===== config.mk =====
export PLATFORM = sky130hd
export DESIGN_NAME = psa_queue
export DESIGN_NICKNAME = d
export VERILOG_FILES = /design/src/rtl/core/psa_pkg.sv /design/src/rtl/core/psa_queue.sv
export SDC_FILE = /design/constraint.sdc
export NUM_CORES = 1
export LEC_CHECK = 0
export ABC_AREA = 1
export BUFFER_PORTS_ARGS = -buffer_cell sky130_fd_sc_hd__buf_2
export CORE_UTILIZATION = 38
export CTS_CLUSTER_SIZE = 8
export DETAILED_ROUTE_END_ITERATION = 10
export GPL_ROUTABILITY_DRIVEN = 0
export SYNTH_ARGS = -nofsm -noshare
export SYNTH_HDL_FRONTEND = slang
export SYNTH_SLANG_ARGS = --single-unit

===== constraint.sdc =====
create_clock -name clk -period 5.62 [get_ports clk]
set_input_delay 1.124 -clock clk [delete_from_list [all_inputs] [get_ports clk]]
set_output_delay 1.124 -clock clk [all_outputs]
set_load 0.01 [all_outputs]

===== src/rtl/core/psa_pkg.sv =====
// Shared constants, operation codes and size-class helpers for the slab allocator.
// No dependencies; every module of the block imports this package.
`timescale 1ns / 1ps

package psa_pkg;

  localparam int DEF_PAGE_BYTES   = 4096;
  localparam int DEF_HEADER_BYTES = 40;
  localparam int DEF_NUM_CLASSES  = 32;
  localparam int DEF_MAX_SLOTS    = 512;

  // smallest class holds 8-byte objects
  localparam int MIN_OBJ_SHIFT = 3;

  localparam int SIZE_W   = 32;
  localparam int CLASS_W  = 5;
  localparam int FSLOT_W  = 9;
  localparam int OFFSET_W = 12;

  localparam int QUEUE_DEPTH = 2;

  typedef enum logic {
    OP_ALLOC = 1'b0,
    OP_FREE  = 1'b1
  } op_t;

  // usable bytes in a page once the header is taken out
  function automatic int page_room(int page_bytes, int header_bytes);
    return (page_bytes > header_bytes) ? (page_bytes - header_bytes) : 0;
  endfunction

  // slots in one page for a class, capped at max_slots
  function automatic int class_slots(int room, int max_slots, int cls);
    int n;
    n = room >> (cls + MIN_OBJ_SHIFT);
    if (n > max_slots) begin
      n = max_slots;
    end
    return n;
  endfunction

  // classes that hold at least one slot; they are always the lowest ones
  function automatic int link_classes(int room, int max_slots, int num_classes);
    int k;
    k = 0;
    for (int c = 0; c < num_classes; c++) begin
      if (class_slots(room, max_slots, c) > 0) begin
        k++;
      end
    end
    return (k > 0) ? k : 1;
  endfunction

endpackage


===== src/rtl/core/psa_queue.sv =====
// Short queue of classified request words between front and back end.
// Depends on psa_pkg for its depth.
`timescale 1ns / 1ps

module psa_queue #(
  parameter int W = 24
) (
  input  logic         clk,
  input  logic         rst,
  input  logic         push,
  input  logic [W-1:0] din,
  output logic         full,
  input  logic         pop,
  output logic         valid,
  output logic [W-1:0] dout
);
  import psa_pkg::*;

  localparam int PW = (QUEUE_DEPTH > 1) ? $clog2(QUEUE_DEPTH) : 1;

  logic [W-1:0] mem [QUEUE_DEPTH];
  logic [PW-1:0] wptr;
  logic [PW-1:0] rptr;
  logic [PW:0]   count;

  assign full  = (count == (PW + 1)'(QUEUE_DEPTH));
  assign valid = (count != '0);
  assign dout  = mem[rptr];

  always_ff @(posedge clk) begin
    if (push) begin
      mem[wptr] <= din;
    end
  end

  always_ff @(posedge clk) begin
    if (rst) begin
      wptr  <= '0;
      rptr  <= '0;
      count <= '0;
    end else begin
      if (push) begin
        wptr <= (wptr == PW'(QUEUE_DEPTH - 1)) ? '0 : wptr + 1'b1;
      end
      if (pop) begin
        rptr <= (rptr == PW'(QUEUE_DEPTH - 1)) ? '0 : rptr + 1'b1;
      end
      if (push && !pop) begin
        count <= count + 1'b1;
      end else if (pop && !push) begin
        count <= count - 1'b1;
      end
    end
  end

endmodule


### After elaboration in Yosys (flattened, before gate mapping)

Memories as Yosys holds them, arrays and structs flattened. A register that Yosys moved wholly into a read port is not among the register bits.
Index checks and enable logic that the tools add are counted.

| operators by class | value |
|---|---|
| reduce and logical (&&, ||, !) cells | 6 |
| add/subtract/negate cells | 4 |
| muxes and demuxes | 8 |
| eq/ne operators | 1 |

Operator list:

| kind | count |
|---|---|
| 1-bit two-way mux | 6 |
| 2-bit two-way mux | 2 |
| 2-bit nonzero test | 2 |
| 1-bit adder, second input constant | 2 |
| 2-bit by 1-bit adder with 2-bit output, second input constant | 1 |
| 2-bit equality test, second input constant | 1 |
| 1-bit logical AND | 2 |
| 1-bit zero test | 2 |
| 2-bit by 1-bit subtractor with 2-bit output, second input constant | 1 |

| word-level totals | value |
|---|---|
| RAM bits | 48 |
| word-level logic and storage cells | 23 |
| memories | 1 |
| bits of input ports | 28 |
| flip-flop bits (word level) | 4 |
| output and inout port bits | 26 |

Memory list:

| name | words | bits a word | rd ports | clocked after memory_dff | wr ports | line | text |
|---|---|---|---|---|---|---|---|
| mem | 2 | 24 | 1 | 1 | 1 | psa_queue.sv:21 | `logic [W-1:0] mem [QUEUE_DEPTH];` |

### Longest topological paths before layout

| depth | value |
|---|---|
| word-level depth | 4 |
| gate-level depth with buffers | 8 |
| depth with buffers taken out | 8 |

### Worst setup path after synthesis

Ideal clock, no wire load.

| path | value |
|---|---|
| kind | input-to-reg |
| start | input port push |
| end | memory mem[0][0] (enable) |
| slack | 3.035 ns |
| arrival | 2.179 ns |
| required time | 5.215 ns |
| path buffers | 0 |
| stages on the path | 2 |
| setup time | 0.405 ns |
| path through | inv_1 > nor2_1 |

| on the way | value |
|---|---|
| cells in the longest elaborated chain, start to end | 2 |

RTL lines:

| what | line | text |
|---|---|---|
| start, declared | psa_queue.sv:10 | `input logic push,` |
| 1-bit two-way mux | psa_queue.sv:31 | `if (push) begin` |
| 1-bit two-way mux (not written as such) | psa_queue.sv:32 | `mem[wptr] <= din;` |
| end, declared | psa_queue.sv:21 |  |

Every way passes these cells.

==> results.cfg <==
[clock_tree]
insertion_delay_ns = 0.29
h-tree-depth = 2
cts.path.max_buffers = 2
tritoncts = built
clockRootBuffer = clkbuf_8
cts_inserted_buffers = 5
cts_hold_buf = 0
cts_resized = 0
cts.clk_slew.worst_paths_ns = 0.08
post_cts.repair.setup_buffers = 0
cts_sinks = 53

[timing]
period_needed_ns = 3.05
rsz0062_at_grt = no
worst_clock_skew_ns = 0.00695
hold_viol = 0
final-max-slew-violation-count = 0
setup_violations = 0
relSlewSlack = 0.347
fin_tns_setup_ns = 0
timing.fmax_ghz = 0.328
fin_crit_sh = 0.542
worstMarginPinSlew_ns = 0.978

[yosys]
synth_flop_cell = edfxtp_1
synth_compound_area_frac = 0.00485
seq_area_frac_synth = 0.747
synth_top_family_by_area = multiplexers
syn_avg_cell_area_sq_um = 19.1
synthAdderAreaFrac = 0.00606
synthCells = 108
synth_edf_count = 48
muxShareOfSynthArea = 0.167
synthSimpleGateAreaFrac = 0.0297
netlist.area_leader.share = 0.698
synth-xor-area-share = 0.00424
ys_ff_latch = 53
async_flop_share = 0
synth_warnings = 0
synth_top_cell_by_area = edfxtp_1
syn-num-nets = 137
synth.cell_area_sq_um = 2060
synth_common_cells = edfxtp_1, mux2_4, inv_1
ys_top_cells_by_area = edfxtp_1, mux2_4, dfxtp_1
yosysMostFrequentCell = edfxtp_1
yosysUniqueCellTypes = 16

[routing]
wl_microns = 3130
drc = 0
drt_iter0_drc = 43
vias = 1065
first_pass_iters = 4
postRouteAntennaNets = 0
wl_per_cell_microns = 13.2
vias_per_cell = 4.49

[power]
switchingPower_uw = 168
seqPwrFrac = 0.612
p_per_area_nw_per_um2 = 308
leakagePower_uw = 0.00100
p_total_uw = 758
p_sw_frac = 0.221
pwr-share-comb = 0.131
power.internal_uw = 590
ir_drop_uv = 153
clock_power_share = 0.257

[grt]
grt_pass1_wl_microns = 4720
grt_max_degree = 26
grt_usage = 0.116
antenna_found_initial = 0
first_global_vias = 1050
overflow = 0

[setup_path]
end_kind = primary output
critical_path_class = register to primary output
critical_path_required_ns = 4.50
start_kind = register
crit_arrival_ns = 1.92
cp_max_fo = 13

[cells_and_area]
fillers = 456
multi_input_area_sq_um = 440
drive_gt1_frac = 0.515
synthToLayoutAreaGrowth_pct = 19.3
seqCellArea_sq_um = 1540
fin_nets = 196
n_antenna_cell = 0

[die]
start_util = 0.399
fp.dieH_microns = 75.7
dieArea_sq_um = 5730
fp-row-count = 26
io-pin-count = 54
die_x_microns = 75.7
coreArea_sq_um = 5170

[run_status]
status = complete, no violations

[min_path]
holdCritPathClass = register to register

[flow_run]
cap_violations = 0

[placed_design]
port_buffers = 53
dp_hpwl_microns = 2150
## power groups by stage
stage / registers, uW / logic (uW) / clock network (uW)
floorplan: 468 / 72.7 / 0
global placement: 472 / 98.7 / 0
detailed placement: 474 / 101 / 0
CTS: 465 / 101 / 201
global route: 467 / 110 / 213
finish: 464 / 99.4 / 195
## cells by family (layout without fill, tap and decap cells)
| group | after synthesis | count (layout) |
|---|---|---|
| AO/OA/AOI/OAI | 2 | 2 |
| XOR/XNOR | 1 | 1 |
| adder cells (fa/ha/maj) | 1 | 1 |
| buffers and inverters | 12 | 71 |
| flip-flops | 53 | 53 |
| multiplexers | 24 | 24 |
| AND/OR/NAND/NOR | 15 | 15 |
## flip-flops by register name, summed over array words and instances (netlist names), named ones only
name and count:
count 2, wptr 1, rptr 1, mem 48
## final timing paths
path	startpoint	to	slack (ns)	cells past startpoint
hold / removal	wptr	wptr	0.52	2
hold reg to reg	wptr	wptr	0.52	2
setup reg to reg	wptr	mem[1][14]	4.11	2
setup / recovery	register	dout[19]	2.57	3
## layout make-up
type	count	area share
clock inverter	2	0.00457
sequential	53	0.626
clock buffer	5	0.0279
inverter	9	0.0137
tap	70	0.0356
multi-input combinational	43	0.179
timing repair buffer	55	0.114
## critical path, stage by stage (launching register included)
cell and delay (ns):
dfxtp_1 0.78, buf_4 0.38, mux2_4 0.33, buf_2 0.14
## per-stage QoR
| stage | cell area [sq um] | setup slack (ns) | instances | hold WS, ns | utilization |
|---|---|---|---|---|---|
| after CTS | 2460 | 2.52 | 237 | 0.526 | 0.476 |
| final | 2460 | 2.57 | 237 | 0.524 | 0.476 |
| after global placement | 2380 | 2.89 | 230 | 0.503 | 0.461 |
| after global routing | 2460 | 2.46 | 237 | 0.548 | 0.476 |
| after detailed placement | 2380 | 2.86 | 230 | 0.512 | 0.461 |
| after floorplan | 2060 | 3.04 | 108 | 0.480 | - |
## metal layers
layer  track usage  part of all wire  wire length [microns]  up-vias
li1              -                 -                      -      508
met1         0.130              0.43                   1350      516
met2         0.206              0.51                   1590       36
met3        0.0278             0.047                    148        5
met4        0.0556             0.011                     33        0
met5             0                 0                      0        -
## cell usage in the layout, fill, tap and decap left out
master,count
buf_2,53
mux2_2,4
xnor2_1,1
nor2_1,5
nand2_1,6
nor3_1,1
nand4_1,1
clkbuf_8,5
nand3_1,1
clkinv_1,1
o21ai_0,1
buf_4,2
nor2_2,1
inv_1,9
clkinvlp_4,1
a21oi_1,1
dfxtp_1,5
edfxtp_1,48
ha_1,1
mux2_4,20
Power figures use the tool's default switching activity.
