$ cat config.mk
export PLATFORM = sky130hd
export DESIGN_NAME = psa_front
export DESIGN_NICKNAME = d
export VERILOG_FILES = /design/src/rtl/core/psa_pkg.sv /design/src/rtl/core/psa_front.sv
export SDC_FILE = /design/constraint.sdc
export NUM_CORES = 1
export LEC_CHECK = 0
export ABC_AREA = 1
export ABC_CLOCK_PERIOD_IN_PS = 11200
export BUFFER_PORTS_ARGS = -buffer_cell sky130_fd_sc_hd__buf_2
export CAP_MARGIN = 15
export CORE_ASPECT_RATIO = 0.75
export CORE_MARGIN = 10
export CORE_UTILIZATION = 45
export DETAILED_ROUTE_END_ITERATION = 10
export GPL_TIMING_DRIVEN = 0
export PLACE_DENSITY = 0.76
export SYNTH_ARGS = -nofsm -noshare
export SYNTH_HDL_FRONTEND = slang
export SYNTH_SLANG_ARGS = --single-unit
$ cat constraint.sdc
create_clock -name vclk -period 11.2
set_input_delay 1.12 -clock vclk [all_inputs]
set_output_delay 1.12 -clock vclk [all_outputs]
set_load 0.01 [all_outputs]
$ cat src/rtl/core/psa_pkg.sv
// Shared constants, operation codes and size-class helpers for the slab allocator.
// No dependencies; every module of the block imports this package.
`timescale 1ns / 1ps

package psa_pkg;

  localparam int DEF_PAGE_BYTES   = 4096;
  localparam int DEF_HEADER_BYTES = 40;
  localparam int DEF_NUM_CLASSES  = 32;
  localparam int DEF_MAX_SLOTS    = 512;

  // smallest class holds 8-byte objects
  localparam int MIN_OBJ_SHIFT = 3;

  localparam int SIZE_W   = 32;
  localparam int CLASS_W  = 5;
  localparam int FSLOT_W  = 9;
  localparam int OFFSET_W = 12;

  localparam int QUEUE_DEPTH = 2;

  typedef enum logic {
    OP_ALLOC = 1'b0,
    OP_FREE  = 1'b1
  } op_t;

  // usable bytes in a page once the header is taken out
  function automatic int page_room(int page_bytes, int header_bytes);
    return (page_bytes > header_bytes) ? (page_bytes - header_bytes) : 0;
  endfunction

  // slots in one page for a class, capped at max_slots
  function automatic int class_slots(int room, int max_slots, int cls);
    int n;
    n = room >> (cls + MIN_OBJ_SHIFT);
    if (n > max_slots) begin
      n = max_slots;
    end
    return n;
  endfunction

  // classes that hold at least one slot; they are always the lowest ones
  function automatic int link_classes(int room, int max_slots, int num_classes);
    int k;
    k = 0;
    for (int c = 0; c < num_classes; c++) begin
      if (class_slots(room, max_slots, c) > 0) begin
        k++;
      end
    end
    return (k > 0) ? k : 1;
  endfunction

endpackage

$ cat src/rtl/core/psa_front.sv
// Front end: takes request words, picks the size class and its slot count.
// Depends on psa_pkg; feeds psa_queue.
`timescale 1ns / 1ps

module psa_front #(
  parameter int PAGE_BYTES   = psa_pkg::DEF_PAGE_BYTES,
  parameter int HEADER_BYTES = psa_pkg::DEF_HEADER_BYTES,
  parameter int NUM_CLASSES  = psa_pkg::DEF_NUM_CLASSES,
  parameter int MAX_SLOTS    = psa_pkg::DEF_MAX_SLOTS
) (
  input  logic                              req_valid,
  output logic                              req_stall,
  input  logic                              operation,
  input  logic [psa_pkg::SIZE_W-1:0]        request_size,
  input  logic [psa_pkg::FSLOT_W-1:0]       free_slot,
  input  logic                              q_full,
  output logic                              q_push,
  output logic [psa_pkg::CLASS_W+psa_pkg::FSLOT_W+$clog2(MAX_SLOTS+1):0] q_item
);
  import psa_pkg::*;

  localparam int HW   = $clog2(MAX_SLOTS + 1);
  localparam int ROOM = page_room(PAGE_BYTES, HEADER_BYTES);

  logic [30:0]        above;
  logic [CLASS_W-1:0] cls;
  logic [HW-1:0]      n;

  // class = number of class sizes still below the request, capped at the top class
  always_comb begin
    for (int k = 0; k < 31; k++) begin
      above[k] = (k < NUM_CLASSES - 1) &&
                 ({3'b000, request_size} > (35'd8 << k));
    end
  end

  assign cls = CLASS_W'($countones(above));

  always_comb begin
    n = HW'(class_slots(ROOM, MAX_SLOTS, int'(cls)));
  end

  assign req_stall = q_full;
  assign q_push    = req_valid && !q_full;
  assign q_item    = {operation, cls, free_slot, n};

endmodule

== Yosys cells after proc, flatten, opt, wreduce, memory -nomap -nowiden ==
Index checks and enable logic that the tools add are counted.

* Word-level logic and storage cells: 63
* Input port bits: 44
* Output and inout bits: 27
* Register bits after elaboration: 0

* Shifts and indexed selects: 1
* Reduce and logical (&&, ||, !) cells: 2
* Magnitude comparators: 30
* $add $sub $neg: 29
* Mux-type cells: 1

{| class="wikitable"
|+ Operators with widths
! kind !! count
|-
| 5-bit adder || 13
|-
| 32-bit by 11-bit greater-than comparator with 1-bit output (second input constant) || 2
|-
| 32-bit by 10-bit greater-than comparator with 1-bit output (second input constant) || 1
|-
| 32-bit by 12-bit greater-than comparator with 1-bit output (second input constant) || 1
|-
| 32-bit by 13-bit greater-than comparator with 1-bit output (second input constant) || 1
|-
| 32-bit by 14-bit greater-than comparator with 1-bit output (second input constant) || 1
|-
| 32-bit by 15-bit greater-than comparator with 1-bit output (second input constant) || 1
|-
| 32-bit by 16-bit greater-than comparator with 1-bit output (second input constant) || 1
|-
| 32-bit by 17-bit greater-than comparator with 1-bit output (second input constant) || 1
|-
| 32-bit by 18-bit greater-than comparator with 1-bit output (second input constant) || 1
|-
| 32-bit by 19-bit greater-than comparator with 1-bit output (second input constant) || 1
|-
| 32-bit by 20-bit greater-than comparator with 1-bit output (second input constant) || 1
|-
| 32-bit by 21-bit greater-than comparator with 1-bit output (second input constant) || 1
|-
| 32-bit by 22-bit greater-than comparator with 1-bit output (second input constant) || 1
|-
| 32-bit by 23-bit greater-than comparator with 1-bit output (second input constant) || 1
|-
| 32-bit by 24-bit greater-than comparator with 1-bit output (second input constant) || 1
|-
| 32-bit by 25-bit greater-than comparator with 1-bit output (second input constant) || 1
|-
| 32-bit by 26-bit greater-than comparator with 1-bit output (second input constant) || 1
|-
| 32-bit by 27-bit greater-than comparator with 1-bit output (second input constant) || 1
|-
| 32-bit by 28-bit greater-than comparator with 1-bit output (second input constant) || 1
|-
| 32-bit by 29-bit greater-than comparator with 1-bit output (second input constant) || 1
|-
| 32-bit by 30-bit greater-than comparator with 1-bit output (second input constant) || 1
|-
| 32-bit by 31-bit greater-than comparator with 1-bit output (second input constant) || 1
|-
| 32-bit greater-than comparator (second input constant) || 1
|-
| 13 further kinds || 26
|}

== Logic depth before layout (Yosys ltp) ==
Gate-level depths: netlist of run 1.

* Word-level depth: 10
* Gate-level depth with buffers: 27
* Gate-level depth less buffers: 26

== Least setup slack after synthesis of run 1 ==
Ideal clock, no wire load.

* Path type: input to output
* Start: input port request_size[31] (netlist name)
* End: output port q_item[0] (netlist name)
* Cell stages on the path: 24
* Arrival time: 6.118 ns
* Buffers on the path: 2
* Slack: 3.962 ns
* Required time: 10.080 ns
* Path through: buf_6 -> nor2_4 -> nand2_4 -> nor2_8 -> nand2_2 -> buf_6 -> nor2_1 -> nor2_1 -> ha_1 -> fa_1 -> inv_1 -> fa_1 -> inv_1 -> fa_1 -> fa_1 -> inv_1 -> fa_1 -> inv_1 -> fa_1 -> xnor2_2 -> nand2_1 -> nand3_1 -> nand2_1 -> nor2_1

* Cells in the longest elaborated chain, start to end: 10
* Elaborated cells between the ends (all ways): 61
* Those cells by class: add/sub: 29; order compare: 30; shift: 1; mux: 1

{| class="wikitable"
|+ Ends and longest elaborated chain
! element !! RTL line !! source
|-
| start: declaration || psa_front.sv:14 || <nowiki>input logic [psa_pkg::SIZE_W-1:0] request_size,</nowiki>
|-
| 32-bit by 4-bit greater-than comparator with 1-bit output (tied with other cells) || psa_front.sv:33 || <nowiki>({3'b000, request_size} > (35'd8 << k));</nowiki>
|-
| 1-bit by 1-bit adder with 2-bit output (not written as such) || psa_front.sv:37 || <nowiki>assign cls = CLASS_W'($countones(above));</nowiki>
|-
| 5-bit adder (not written as such) || psa_front.sv:37 ||
|-
| 5-bit adder (not written as such) / 5-bit by 1-bit adder with 5-bit output (equally long branches) || psa_front.sv:37 ||
|-
| 5-bit adder (not written as such) || psa_front.sv:37 ||
|-
| 5-bit adder (not written as such) * || psa_front.sv:37 ||
|-
| 5-bit by 2-bit adder with 6-bit output * || psa_pkg.sv:35 || <nowiki>n = room >> (cls + MIN_OBJ_SHIFT);</nowiki>
|-
| 12-bit by 6-bit right shift with 32-bit output * || psa_pkg.sv:35 ||
|-
| 32-bit by 11-bit greater-than comparator with 1-bit output || psa_pkg.sv:36 || <nowiki>if (n > max_slots) begin</nowiki>
|-
| 10-bit two-way mux * || psa_pkg.sv:36 ||
|-
| end: declaration || psa_front.sv:18 || <nowiki>output logic [psa_pkg::CLASS_W+psa_pkg::FSLOT_W+$clog2(MAX_SLOTS+1):0] q_item</nowiki>
|}

Mark *: on every way between the ends. The rest lies on a longest branch, timed or not.

== Final worst setup path of run 1 ==
* Start: input port request_size[30] (netlist name)
* End: output port q_item[0] (netlist name)

Same word-level chain as after synthesis.

==> impl_metrics.json, run 1 <==
{
  "synth_cells": 475,
  "grt_usage_pct": 17.3,
  "grt_pass1_vias": 2941,
  "outcome": "completed",
  "startpoint_type": "input port",
  "hp-class": "in2out",
  "syn_area_sq_mm": 0.00263,
  "antenna_found_initial": 0,
  "fp.dieArea_sq_mm": 0.00933,
  "fp.dieH_um": 86.2,
  "layout_common_cells": "nor2_1 (153), nand2_1 (92), inv_1 (84), buf_2 (59), nand3_1 (42)",
  "fin_crit_sh_pct": 72.7,
  "dp.cells": 612,
  "seqCellArea_sq_um": 0,
  "rsz0062_at_grt": "no",
  "n_antenna_cell": 0,
  "cp.arrival_ps": 7020,
  "synth_top_area_share_pct": 21.9,
  "yosysWarnings": 0,
  "p_leak_uw": 0.00151,
  "gp_congestion": 1.01,
  "nets": 621,
  "utilization_pct": 52.7,
  "cp.required_ps": 10080,
  "maxCapViolations": 0,
  "slew_headroom_pct": 64.7,
  "grt.overflow.total": 0,
  "core_area_sq_mm": 0.00574,
  "final_cells": 612,
  "crit_path_cell_trace": "buf_2, nor2_1, nand2_1, nor2_1, nand3_1, nor2_1, nor2_1, ha_1, fa_1, inv_1, fa_1, inv_1, fa_1, fa_1, inv_1, fa_1, inv_1, fa_1, xnor2_2, nand2_1, nand3_1, nand2_1, nor2_1, buf_2",
  "crit_path_max_fanout": 10,
  "crit_type": "in2out",
  "route.layer.met1.wl_mm": 3.90,
  "period_minus_slack_ps": 8140,
  "wl_met2_mm": 3.42,
  "whs_endpoint": "q_item[11]",
  "worst_pin_slew_ps": 527,
  "seq_cell_count": 0,
  "yosysSeqAreaShare_pct": 0,
  "cts_resized": 0,
  "synth_area_per_cell_sq_um": 5.53,
  "clock_buffers": 0,
  "synth_area_leaders": "nor2_1 (22%), fa_1 (18%), nand2_1 (13%)",
  "top_layer": "met4",
  "viasPerCell": 4.96,
  "setup_viol": 0,
  "grt_max_degree": 11,
  "crit_path_frequent_cell": "fa_1",
  "crit_start": "request_size[30]",
  "max_freq_ghz": 0.123,
  "grt_pass1_wl_mm": 13.6,
  "wl_per_cell_um": 13.1,
  "layout_commonest_cell": "nor2_1",
  "vias": 3033,
  "io_buffers": 59,
  "cp_top_family": "adder cells",
  "finalHoldViolations": 0,
  "dr.pass1.iters": 5,
  "drc": 0,
  "fp.dieW_um": 108,
  "slowest_stage": "fa_1",
  "slew_viol_final": 0,
  "path_buf_inv": 6,
  "cp_slowest_stage_delay_ps": 550,
  "areaGrowthSynthToFinish_pct": 15.0,
  "ant_nets": 0,
  "ctsHoldBuffers": 0,
  "initial_core_util_pct": 45.8,
  "place.detailed.hpwl_mm": 7.13,
  "ios": 71,
  "totalWireLength_mm": 8.04,
  "wl_met3_um": 644,
  "drt_iter0_markers": 275,
  "drive_gt1_share_pct": 19.1,
  "yosysUniqueCellTypes": 24,
  "synth_area_leader_cell": "nor2_1",
  "postCtsSetupBuffers": 0,
  "ir_worst_vdd_v": 0.0000609,
  "syn_nets": 560,
  "rows": 24,
  "hold_start": "free_slot[1]",
  "finalSetupTns_ps": 0,
  "power.density_mw_per_mm2": 73.0,
  "endpoint_kind": "output port",
  "hold_depth": 2
}
routing by layer:
metal	up-vias	global-route usage, %
met5	-	0
met4	0	1.82
met3	6	1.33
met2	126	27.6
met1	1368	25.4
li1	1533	-
synth_stat cells:
cell,number
clkbuf_1,1
a21oi_1,2
nor2_2,9
or2_2,1
nor3_1,8
nand3b_1,4
buf_6,3
a21o_1,1
xnor2_2,1
fa_1,23
nor2_1,153
buf_4,12
nor2_4,6
nand3_2,1
nand2_4,3
o21ai_0,2
nand3_1,42
nor2_8,2
nand2_1,92
conb_1,1
inv_1,84
ha_1,18
nand4_1,1
nand2_2,5
report_power, final:
| group | switching, uW | internal [uW] |
|---|---|---|
| sequential | 0 | 0 |
| combinational | 140 | 80.6 |
| clock | 0 | 0 |
how the worst max path moves through the flow:
stage	to	slack [ps]	depth (start not counted)
after global placement	q_item[0]	3240	24
after detailed placement	q_item[0]	3160	24
after CTS	q_item[0]	3160	24
final	q_item[0]	3060	24
after floorplan	q_item[0]	3960	24
after global routing	q_item[0]	2790	24
layout make-up:
type | count | area [sq um]
multi-input cells | 375 | 2180
repair buffers | 59 | 295
plain buffers | 16 | 128
well taps | 78 | 97.6
fillers | 617 | 2720
inverters | 84 | 315
through the flow:
stage / worst slack, ps / area [sq um] / hold WS, ps / total power [uW]
floorplan: 3960 / 2630 / 2290 / 148
global placement: 3240 / 3020 / 2430 / 213
detailed placement: 3160 / 3020 / 2430 / 220
CTS: 3160 / 3020 / 2430 / 221
global route: 2790 / 3020 / 2430 / 249
finish: 3060 / 3020 / 2430 / 220
logic make-up after synthesis:
family	count (synthesis)	share of synthesized area, %
adder cells (fa/ha/maj)	41	26.1
buffers and inverters	100	16.9
AO/OA/AOI/OAI	5	1.05
XOR/XNOR	1	0.619
other	1	0.143
AND/OR/NAND/NOR	327	55.2
(Power assumes the default switching activity.)
==> run 2, diff against run 1 <==
Settings changed: ABC_CLOCK_PERIOD_IN_PS 11200 to 7250, PLACE_DENSITY 0.76 to 0.79.
Clock period 11.2 ns to 7.25 ns, I/O delays scaled along.
==> impl_metrics.json, run 2 (synthesized netlist as in run 1, its figures left out) <==
{
  "gp_congestion": 1.05,
  "grt_usage_pct": 17.2,
  "ant_nets": 0,
  "power.density_mw_per_mm2": 127,
  "ctsHoldBuffers": 0,
  "totalWireLength_mm": 8.22,
  "dr.pass1.iters": 5,
  "drc": 0,
  "grt_pass1_wl_mm": 13.6,
  "io_buffers": 59,
  "drive_gt1_share_pct": 20.1,
  "placed_area_sq_mm": 0.00302,
  "outcome": "completed",
  "wl_per_cell_um": 13.4,
  "slowest_stage": "fa_1",
  "stdcell_area_sq_mm": 0.00307,
  "hp-class": "in2out",
  "comb_power_share_pct": 100.0,
  "layout_common_cells": "nor2_1 (151), nand2_1 (91), inv_1 (84), buf_2 (59), nand3_1 (42)",
  "layout_commonest_cell": "nor2_1",
  "clock_buffers": 0,
  "endpoint_kind": "output port",
  "crit_type": "in2out",
  "fp.dieH_um": 86.2,
  "ios": 71,
  "dp.cells": 612,
  "p_clk_share_pct": 0,
  "antenna_found_initial": 0,
  "core_area_sq_mm": 0.00574,
  "place.detailed.hpwl_mm": 7.10,
  "multi_input_comb_area_sq_mm": 0.00221,
  "crit_path_max_fanout": 10,
  "grt_pass1_vias": 2882,
  "finalHoldViolations": 0,
  "cp_top_family": "adder cells",
  "fp.dieArea_sq_mm": 0.00933,
  "cp.arrival_ps": 6270,
  "drt_iter0_markers": 226,
  "p_int_uw": 156,
  "initial_core_util_pct": 45.8,
  "p_leak_uw": 0.00153,
  "fillerInstances": 586,
  "areaGrowthSynthToFinish_pct": 16.7,
  "nets": 624,
  "vias": 3028,
  "period_minus_slack_ps": 6990,
  "setup_viol": 0,
  "path_buf_inv": 7,
  "slew_viol_final": 0,
  "p_sw_uw": 233,
  "viasPerCell": 4.92,
  "cp.required_ps": 6520,
  "rows": 24,
  "ir_worst_vdd_v": 0.000106,
  "grt.overflow.total": 0,
  "crit_path_frequent_cell": "fa_1",
  "power_frac_seq_pct": 0,
  "max_freq_ghz": 0.143,
  "fp.dieW_um": 108,
  "fin_crit_sh_pct": 96.5,
  "seqCellArea_sq_um": 0,
  "cp_slowest_stage_delay_ps": 550,
  "final_cells": 615,
  "startpoint_type": "input port",
  "n_antenna_cell": 0,
  "maxCapViolations": 0,
  "seq_cell_count": 0,
  "grt_max_degree": 11,
  "switching_share_pct": 59.8
}
-- run 2: changes by cell type in the layout (fill, tap and decap cells not counted) --
| cell | change |
|---|---|
| xnor2_2 | -1 |
| nor2_4 | +1 |
| xnor2_4 | +1 |
| nand2_1 | -1 |
| nand2_2 | +1 |
| nor2_1 | -2 |
| nor2_2 | +1 |
| buf_4 | +3 |
-- run 2: path summary, 6_finish.rpt --
check             start          to  slack (ps)  cells past startpoint
max    request_size[30]   q_item[2]         260                     25
min        free_slot[1]  q_item[11]        1640                      2
-- run 2: cell type report --
cell class / count / area share [%]
Multi-Input combinational cell: 375 / 72.0
Timing Repair Buffer: 62 / 10.4
Inverter: 84 / 10.3
Tap cell: 78 / 3.18
Buffer: 16 / 4.16
-- run 2: power groups by stage --
stage | clock network, uW | logic (uW) | registers (uW)
6_report | 0 | 389 | 0
5_1_grt | 0 | 432 | 0
4_1_cts | 0 | 337 | 0
3_5_place_dp | 0 | 336 | 0
3_3_place_gp | 0 | 329 | 0
2_1_floorplan | 0 | 228 | 0
-- run 2: through the flow --
step	hold WS, ps	power, uW	setup slack [ps]	util [%]	TNS [ps]
global route	1640	432	-86.9	53.5	-255
floorplan	1500	228	802	-	0
global placement	1640	329	52.5	52.7	0
CTS	1640	337	51.8	52.7	0
detailed placement	1640	336	70.8	52.7	0
finish	1640	389	256	53.5	0
-- run 2: routing by layer --
layer / GRT usage [%] / up-vias / wire (um)
met4: 0.484 / 0 / 44
li1: - / 1539 / -
met2: 29.0 / 124 / 3720
met3: 1.48 / 4 / 781
met5: 0 / - / 0
met1: 24.4 / 1361 / 3670
-- run 2: timing repair --
action / in CTS / in global routing
setup endpoints to repair: 0 / 11
gates resized for setup: 0 / 5
setup buffers: 0 / 3
